`src/rtl/core/sgr_pkg.sv`:
```
// Shared constants for the stream group reverser.
package sgr_pkg;

  localparam int VALUE_W      = 32;
  localparam int GROUP_SIZE_W = 5;

  localparam logic [GROUP_SIZE_W-1:0] GROUP_SIZE_RESET = GROUP_SIZE_W'(4);

endpackage

```
`src/rtl/core/stream_group_reverser.sv`:
```
// Stream group reverser: collects values into groups and emits each group reversed.
//
// Input stream (s_axis_*): one signed 32-bit value per beat in tdata, tlast marks
// the final element of a list. Output stream (m_axis_*): one value per beat,
// tlast marks the last value of an emitted run, tuser marks the last value of a list.
// Configuration channel (cfg_*): writes group_size (1..MAX_GROUP; 0 acts as 1,
// larger values saturate to MAX_GROUP). Write it only while the block is idle.
//
// A beat that neither completes a group nor ends a list is only buffered and
// produces nothing. A beat that completes a group (emitted reversed) or ends a
// list with a short group (emitted in arrival order) starts a drain of its n
// buffered values: each value is read from the buffer into a registered read
// result and then loaded into the output register, and the next read is not
// issued until that load is done. The block returns to idle once the last
// value is loaded. The input is held off while a drain runs; the last value
// may still wait in the output register while the next input beat is taken.
// A stalled receiver holds the drain; no value is lost or repeated.
// Reset empties the group and sets group_size to 4; the buffer needs no clearing.
module stream_group_reverser #(
  parameter int MAX_GROUP = 16
) (
  input  logic                        clk,
  input  logic                        rst,
  // config write channel
  input  logic                        cfg_valid,
  output logic                        cfg_ready,
  input  logic [sgr_pkg::GROUP_SIZE_W-1:0] cfg_data,   // [4:0] group_size
  // input stream
  input  logic                        s_axis_tvalid,
  output logic                        s_axis_tready,
  input  logic [sgr_pkg::VALUE_W-1:0] s_axis_tdata,    // [31:0] value
  input  logic                        s_axis_tlast,    // list_end
  // output stream
  output logic                        m_axis_tvalid,
  input  logic                        m_axis_tready,
  output logic [sgr_pkg::VALUE_W-1:0] m_axis_tdata,    // [31:0] out_value
  output logic                        m_axis_tlast,    // run_last
  output logic                        m_axis_tuser     // [0] list_done
);

  localparam int CNT_W  = $clog2(MAX_GROUP + 1);
  localparam int ADDR_W = (MAX_GROUP > 1) ? $clog2(MAX_GROUP) : 1;
  localparam int CMP_W  = (CNT_W > sgr_pkg::GROUP_SIZE_W) ? CNT_W : sgr_pkg::GROUP_SIZE_W;

  typedef enum logic [0:0] {
    ST_IDLE,
    ST_DRAIN
  } state_t;

  state_t                            state;
  logic [sgr_pkg::GROUP_SIZE_W-1:0]  group_size;
  logic [CNT_W-1:0]                  fill;
  logic [CNT_W-1:0]                  run_len;
  logic [CNT_W-1:0]                  rd_cnt;
  logic                              rev;
  logic                              list_end;
  logic                              rd_pend;
  logic                              rd_last;
  logic                              rd_done;

  logic                              in_beat;
  logic [CNT_W-1:0]                  n_in;
  logic [CMP_W-1:0]                  size_raw;
  logic [CMP_W-1:0]                  size_eff;
  logic                              group_full;
  logic                              rd_en;
  logic                              rd_is_last;
  logic [CNT_W-1:0]                  rd_pos;
  logic [sgr_pkg::VALUE_W-1:0]       rd_data;

  assign cfg_ready     = 1'b1;
  assign s_axis_tready = (state == ST_IDLE);
  assign in_beat       = s_axis_tvalid && s_axis_tready;
  assign n_in          = fill + CNT_W'(1);

  always_comb begin
    size_raw = CMP_W'(group_size);
    size_eff = size_raw;
    if (size_raw == '0) begin
      size_eff = CMP_W'(1);
    end else if (size_raw > CMP_W'(MAX_GROUP)) begin
      size_eff = CMP_W'(MAX_GROUP);
    end
  end

  assign group_full = CMP_W'(n_in) >= size_eff;

  // issue a read only when the output register is free by the time data lands
  assign rd_en      = (state == ST_DRAIN) && (rd_cnt != run_len) && !rd_pend &&
                      (!m_axis_tvalid || m_axis_tready);
  assign rd_is_last = (rd_cnt == run_len - CNT_W'(1));
  assign rd_pos     = rev ? (run_len - CNT_W'(1) - rd_cnt) : rd_cnt;

  sgr_buffer #(
    .DEPTH  (MAX_GROUP),
    .ADDR_W (ADDR_W)
  ) u_buffer (
    .clk     (clk),
    .wr_en   (in_beat),
    .wr_addr (fill[ADDR_W-1:0]),
    .wr_data (s_axis_tdata),
    .rd_en   (rd_en),
    .rd_addr (rd_pos[ADDR_W-1:0]),
    .rd_data (rd_data)
  );

  always_ff @(posedge clk) begin
    if (rst) begin
      state         <= ST_IDLE;
      group_size    <= sgr_pkg::GROUP_SIZE_RESET;
      fill          <= '0;
      run_len       <= '0;
      rd_cnt        <= '0;
      rev           <= 1'b0;
      list_end      <= 1'b0;
      rd_pend       <= 1'b0;
      rd_last       <= 1'b0;
      rd_done       <= 1'b0;
      m_axis_tvalid <= 1'b0;
      m_axis_tlast  <= 1'b0;
      m_axis_tuser  <= 1'b0;
    end else begin
      if (cfg_valid && cfg_ready) begin
        group_size <= cfg_data;
      end

      // drop the beat once taken, then load a pending read over it
      if (m_axis_tvalid && m_axis_tready) begin
        m_axis_tvalid <= 1'b0;
      end
      if (rd_pend) begin
        m_axis_tvalid <= 1'b1;
        m_axis_tdata  <= rd_data;
        m_axis_tlast  <= rd_last;
        m_axis_tuser  <= rd_done;
      end

      rd_pend <= rd_en;

      case (state)
        ST_IDLE: begin
          if (in_beat) begin
            if (group_full || s_axis_tlast) begin
              state    <= ST_DRAIN;
              run_len  <= n_in;
              rd_cnt   <= '0;
              rev      <= group_full;
              list_end <= s_axis_tlast;
              fill     <= '0;
            end else begin
              fill <= n_in;
            end
          end
        end
        ST_DRAIN: begin
          if (rd_en) begin
            rd_cnt  <= rd_cnt + CNT_W'(1);
            rd_last <= rd_is_last;
            rd_done <= rd_is_last && list_end;
          end
          if ((rd_cnt == run_len) && !rd_pend) begin
            state <= ST_IDLE;
          end
        end
        default: begin
          state <= ST_IDLE;
        end
      endcase
    end
  end

  // a read in flight always lands in the output register on the next edge
  assert property (@(posedge clk) disable iff (rst) rd_pend |=> m_axis_tvalid)
    else $error("read data not loaded into output register");

  // no input is taken while a buffer read is still in flight
  assert property (@(posedge clk) disable iff (rst) s_axis_tready |-> !rd_pend)
    else $error("input accepted during drain");

  // the fill level between groups never reaches the buffer depth
  assert property (@(posedge clk) disable iff (rst) fill < CNT_W'(MAX_GROUP))
    else $error("group buffer overfilled");

  // a drain never reads past the run it was started for
  assert property (@(posedge clk) disable iff (rst)
                   (state == ST_DRAIN) |-> (rd_cnt <= run_len) && (run_len != '0))
    else $error("drain counter out of range");

  // the final value of a list is always the final value of its run
  assert property (@(posedge clk) disable iff (rst)
                   (m_axis_tvalid && m_axis_tuser) |-> m_axis_tlast)
    else $error("list end without run end");

endmodule

```
`src/rtl/core/sgr_buffer.sv`:
```
// Group buffer: one write port, one read port with registered read data.
module sgr_buffer #(
  parameter int DEPTH  = 16,
  parameter int ADDR_W = 4
) (
  input  logic                        clk,
  input  logic                        wr_en,
  input  logic [ADDR_W-1:0]           wr_addr,
  input  logic [sgr_pkg::VALUE_W-1:0] wr_data,
  input  logic                        rd_en,
  input  logic [ADDR_W-1:0]           rd_addr,
  output logic [sgr_pkg::VALUE_W-1:0] rd_data
);

  logic [sgr_pkg::VALUE_W-1:0] mem [DEPTH];

  always_ff @(posedge clk) begin
    if (wr_en) begin
      mem[wr_addr] <= wr_data;
    end
  end

  always_ff @(posedge clk) begin
    if (rd_en) begin
      rd_data <= mem[rd_addr];
    end
  end

endmodule

```
`config.mk`:
```
export PLATFORM = sky130hd
export DESIGN_NAME = stream_group_reverser
export DESIGN_NICKNAME = d
export VERILOG_FILES = /design/src/rtl/core/sgr_pkg.sv /design/src/rtl/core/stream_group_reverser.sv /design/src/rtl/core/sgr_buffer.sv
export SDC_FILE = /design/constraint.sdc
export NUM_CORES = 1
export LEC_CHECK = 0
export ABC_AREA = 1
export BUFFER_PORTS_ARGS = -buffer_cell sky130_fd_sc_hd__buf_2
export CAP_MARGIN = 5
export CORE_UTILIZATION = 38
export DETAILED_ROUTE_END_ITERATION = 8
export HOLD_SLACK_MARGIN = 0.06
export PLACE_DENSITY_LB_ADDON = 0.1
export SLEW_MARGIN = 20
export SYNTH_ARGS = -nofsm -noshare
export SYNTH_HDL_FRONTEND = slang
export SYNTH_HIERARCHICAL = 1
export SYNTH_SLANG_ARGS = --single-unit
```
`constraint.sdc`:
```
create_clock -name clk -period 3.1 [get_ports clk]
set_input_delay 0.465 -clock clk [delete_from_list [all_inputs] [get_ports clk]]
set_output_delay 0.465 -clock clk [all_outputs]
set_load 0.02 [all_outputs]
```
==> out/metrics.csv <==
metric;value;unit
htree depth;3;
Initial DRT Pass Iterations;5;
vias in the first global route;15980;
All-Layer GR Usage;0.1975;
Slew HR;0.4843;
register bit total from synthesis;605;
post-CTS setup buffer count;0;
Die X-Extent;262;µm
Routed Antenna Nets;0;
die area;68640;µm²
ANT cells;0;
top post-synthesis cells by area;edfxtp_1 67%, nand2_1 11%, nand3_1 7.9%;
Critical Path Sink Type;register;
crit path DAT;3.23;ns
Synth area leader;edfxtp_1;
P&R area growth vs syn;14.41;%
die height;262;µm
CTS Hold Bufs;0;
global-route wire length before repair;99990;µm
power per cell area;664.6;nW/µm²
Clock Tree Root;clkbuf_16;
DRC viols;0;
row cnt;94;
Synth top area share;0.6733;
synthesized net count;2454;
Crit Path Max Fanout;128;
Netlist Area Pre-Place;25690;µm²
dpl hpwl;34370;µm
clock-pin transition on the worst setup and hold timing paths;0.06;ns
largest net degree at the start of global routing;138;
Setup Viol. Count Final;0;
Worst path most repeated cell;nand3_1;
CP max stage cell;buf_12;
layout cells sized above 1;0.1003;
core footprint;66330;µm²
GP Congestion;0.7803;
Critical Path Max Stage Delay;0.61;ns
clk sink count;605;
Initial Util;0.3873;
Netlist cell types;28;
crit path cell chain;inv_1 -> ha_1 -> inv_1 -> fa_1 -> nand2_1 -> o21ai_4 -> buf_12 -> nand3_1 -> nand3_1 -> nand3_1 -> nand2_1;
clock skew;0.01631;ns
DP Area;27300;µm²
unrepaired setup endpoints after global routing;false;
DR iter-0 viols;1082;
fmax;359.1;MHz
Layout Nets;2550;
# IOs;80;
Final Cell Area;29390;µm²
maxcap violations;0;
top-count cell post-synth;nand2_1;
Avg Synthesized Cell Area;10.71;µm²
Final period util;0.8983;
Hold Fails Final Rpt;0;
Worst VDD drop;437.7;µV
status;finished, final reports clean;
worst-skew pair later-pin latency;0.59;ns
CTS resizes;0;
initial antenna violation count;2;
startpoint types;register;
final WL;66050;µm
Setup TNS Final;0;ns
min Tclk post-route;2.785;ns
grt ovf;0;
kind of critical path;register to register;
Worst Tran Pin Value;0.7735;ns
synthesized instance count;2399;
WP data required;3.55;ns
CTS tree;built;
Yosys warning count;6;
Via Count;16400;
IO Port Bufs;78;
clock buffer count from CTS;69;
static leakage;0.01218;µW
Seq/Total Area, Yosys;0.6959;
WL/cell;19.39;µm
Post-synth top flop;edfxtp_1;
Synth top cells by count;740 x nand2_1, 576 x edfxtp_1, 417 x inv_1;
Hold Crit Class;primary input to register;
Post-synth ARST share;0;
Slew Limit Fails;0;
vias per cell;4.812;
Post-synth EDFFs;576;
clk buf depth;3;
## area by class of cell
type	instances	area [µm²]
tap	864	1081
clock inverter	34	252.7
sequential	605	17880
inverter	421	1590
fill	6280	36940
clock buffer	85	1839
multi-input combinational	1263	5669
timing repair buffer	135	1081
## state kept, by name (all words and copies together) (netlist names), 5 cells and up
register and cells:
u_buffer/mem 512, m_axis_tdata 32, u_buffer/rd_data 32, fill 5, group_size 5, rd_cnt 5, run_len 5
## layout by cell type, fill, tap and decap left out, drive strengths merged, types with 5 or more instances in the layout
cell    instances
nand2         744
edfxtp        576
inv           422
nand3         406
buf           135
clkbuf         85
nor2           47
dfxtp          29
clkinv         29
a21oi          23
o21ai          16
ha             11
xnor2           5
## kinds of logic after synthesis
family	count (synthesis)	share of synthesized area
and+or+nand+nor	1204	0.1977
DFF	605	0.6959
buffers and inverters	531	0.09011
AOI/OAI and AO/OA	39	0.007598
adders and majority gates	12	0.006137
xor gates and xnor gates	7	0.002387
other	1	0.0001460
## worst max-delay path: cells and delay by family (launching register included)
family,cells,cell delay (ns)
adders and majority gates,2,0.75
and+or+nand+nor,5,0.60
DFF,1,0.36
AOI/OAI and AO/OA,1,0.12
buffers and inverters,3,0.75
## final timing paths
path / from / endpoint / slack (ns) / cells after the start
max: run_len[0]$_SDFFE_PP0P_ / u_buffer/rd_data[26]$_DFFE_PP_ / 0.32 / 11
min: cfg_data[2] / group_size[2]$_SDFFE_PP1P_ / 0.10 / 3
max reg2reg: run_len[0]$_SDFFE_PP0P_ / u_buffer/rd_data[26]$_DFFE_PP_ / 0.32 / 11
min reg2reg: u_buffer/rd_data[30]$_DFFE_PP_ / m_axis_tdata[30]$_DFFE_PP_ / 0.42 / 0
## metrics by stage
stage,power (µW),hold slack [ns],util,std cells,setup WS [ns]
3_3_place_gp,12050,0.4018,0.4115,3288,0.1942
6_report,19530,0.1016,0.4431,3407,0.3154
5_1_grt,20410,0.1025,0.4431,3407,0.1034
2_1_floorplan,11230,0.4003,-,2399,0.3626
4_1_cts,19820,0.06528,0.4430,3407,0.1279
3_5_place_dp,12070,0.4062,0.4115,3288,0.1435
## per-layer routing
layer  GRT usage  wire length, µm  vias to the layer above  share of wire
li1            -                -                     8003              -
met1      0.2698            30100                     7975           0.46
met2      0.3280            31690                      316           0.48
met3     0.02739             2840                       98          0.043
met4     0.05780             1387                        4          0.021
met5           0               27                        -        0.00041
## where the power goes
part / internal (µW) / switching, µW
combinational: 776 / 1840
sequential: 9180 / 64.4
clock: 4510 / 3160
total: 14500 / 5060
Note: power is estimated with default switching activity, not from simulation.
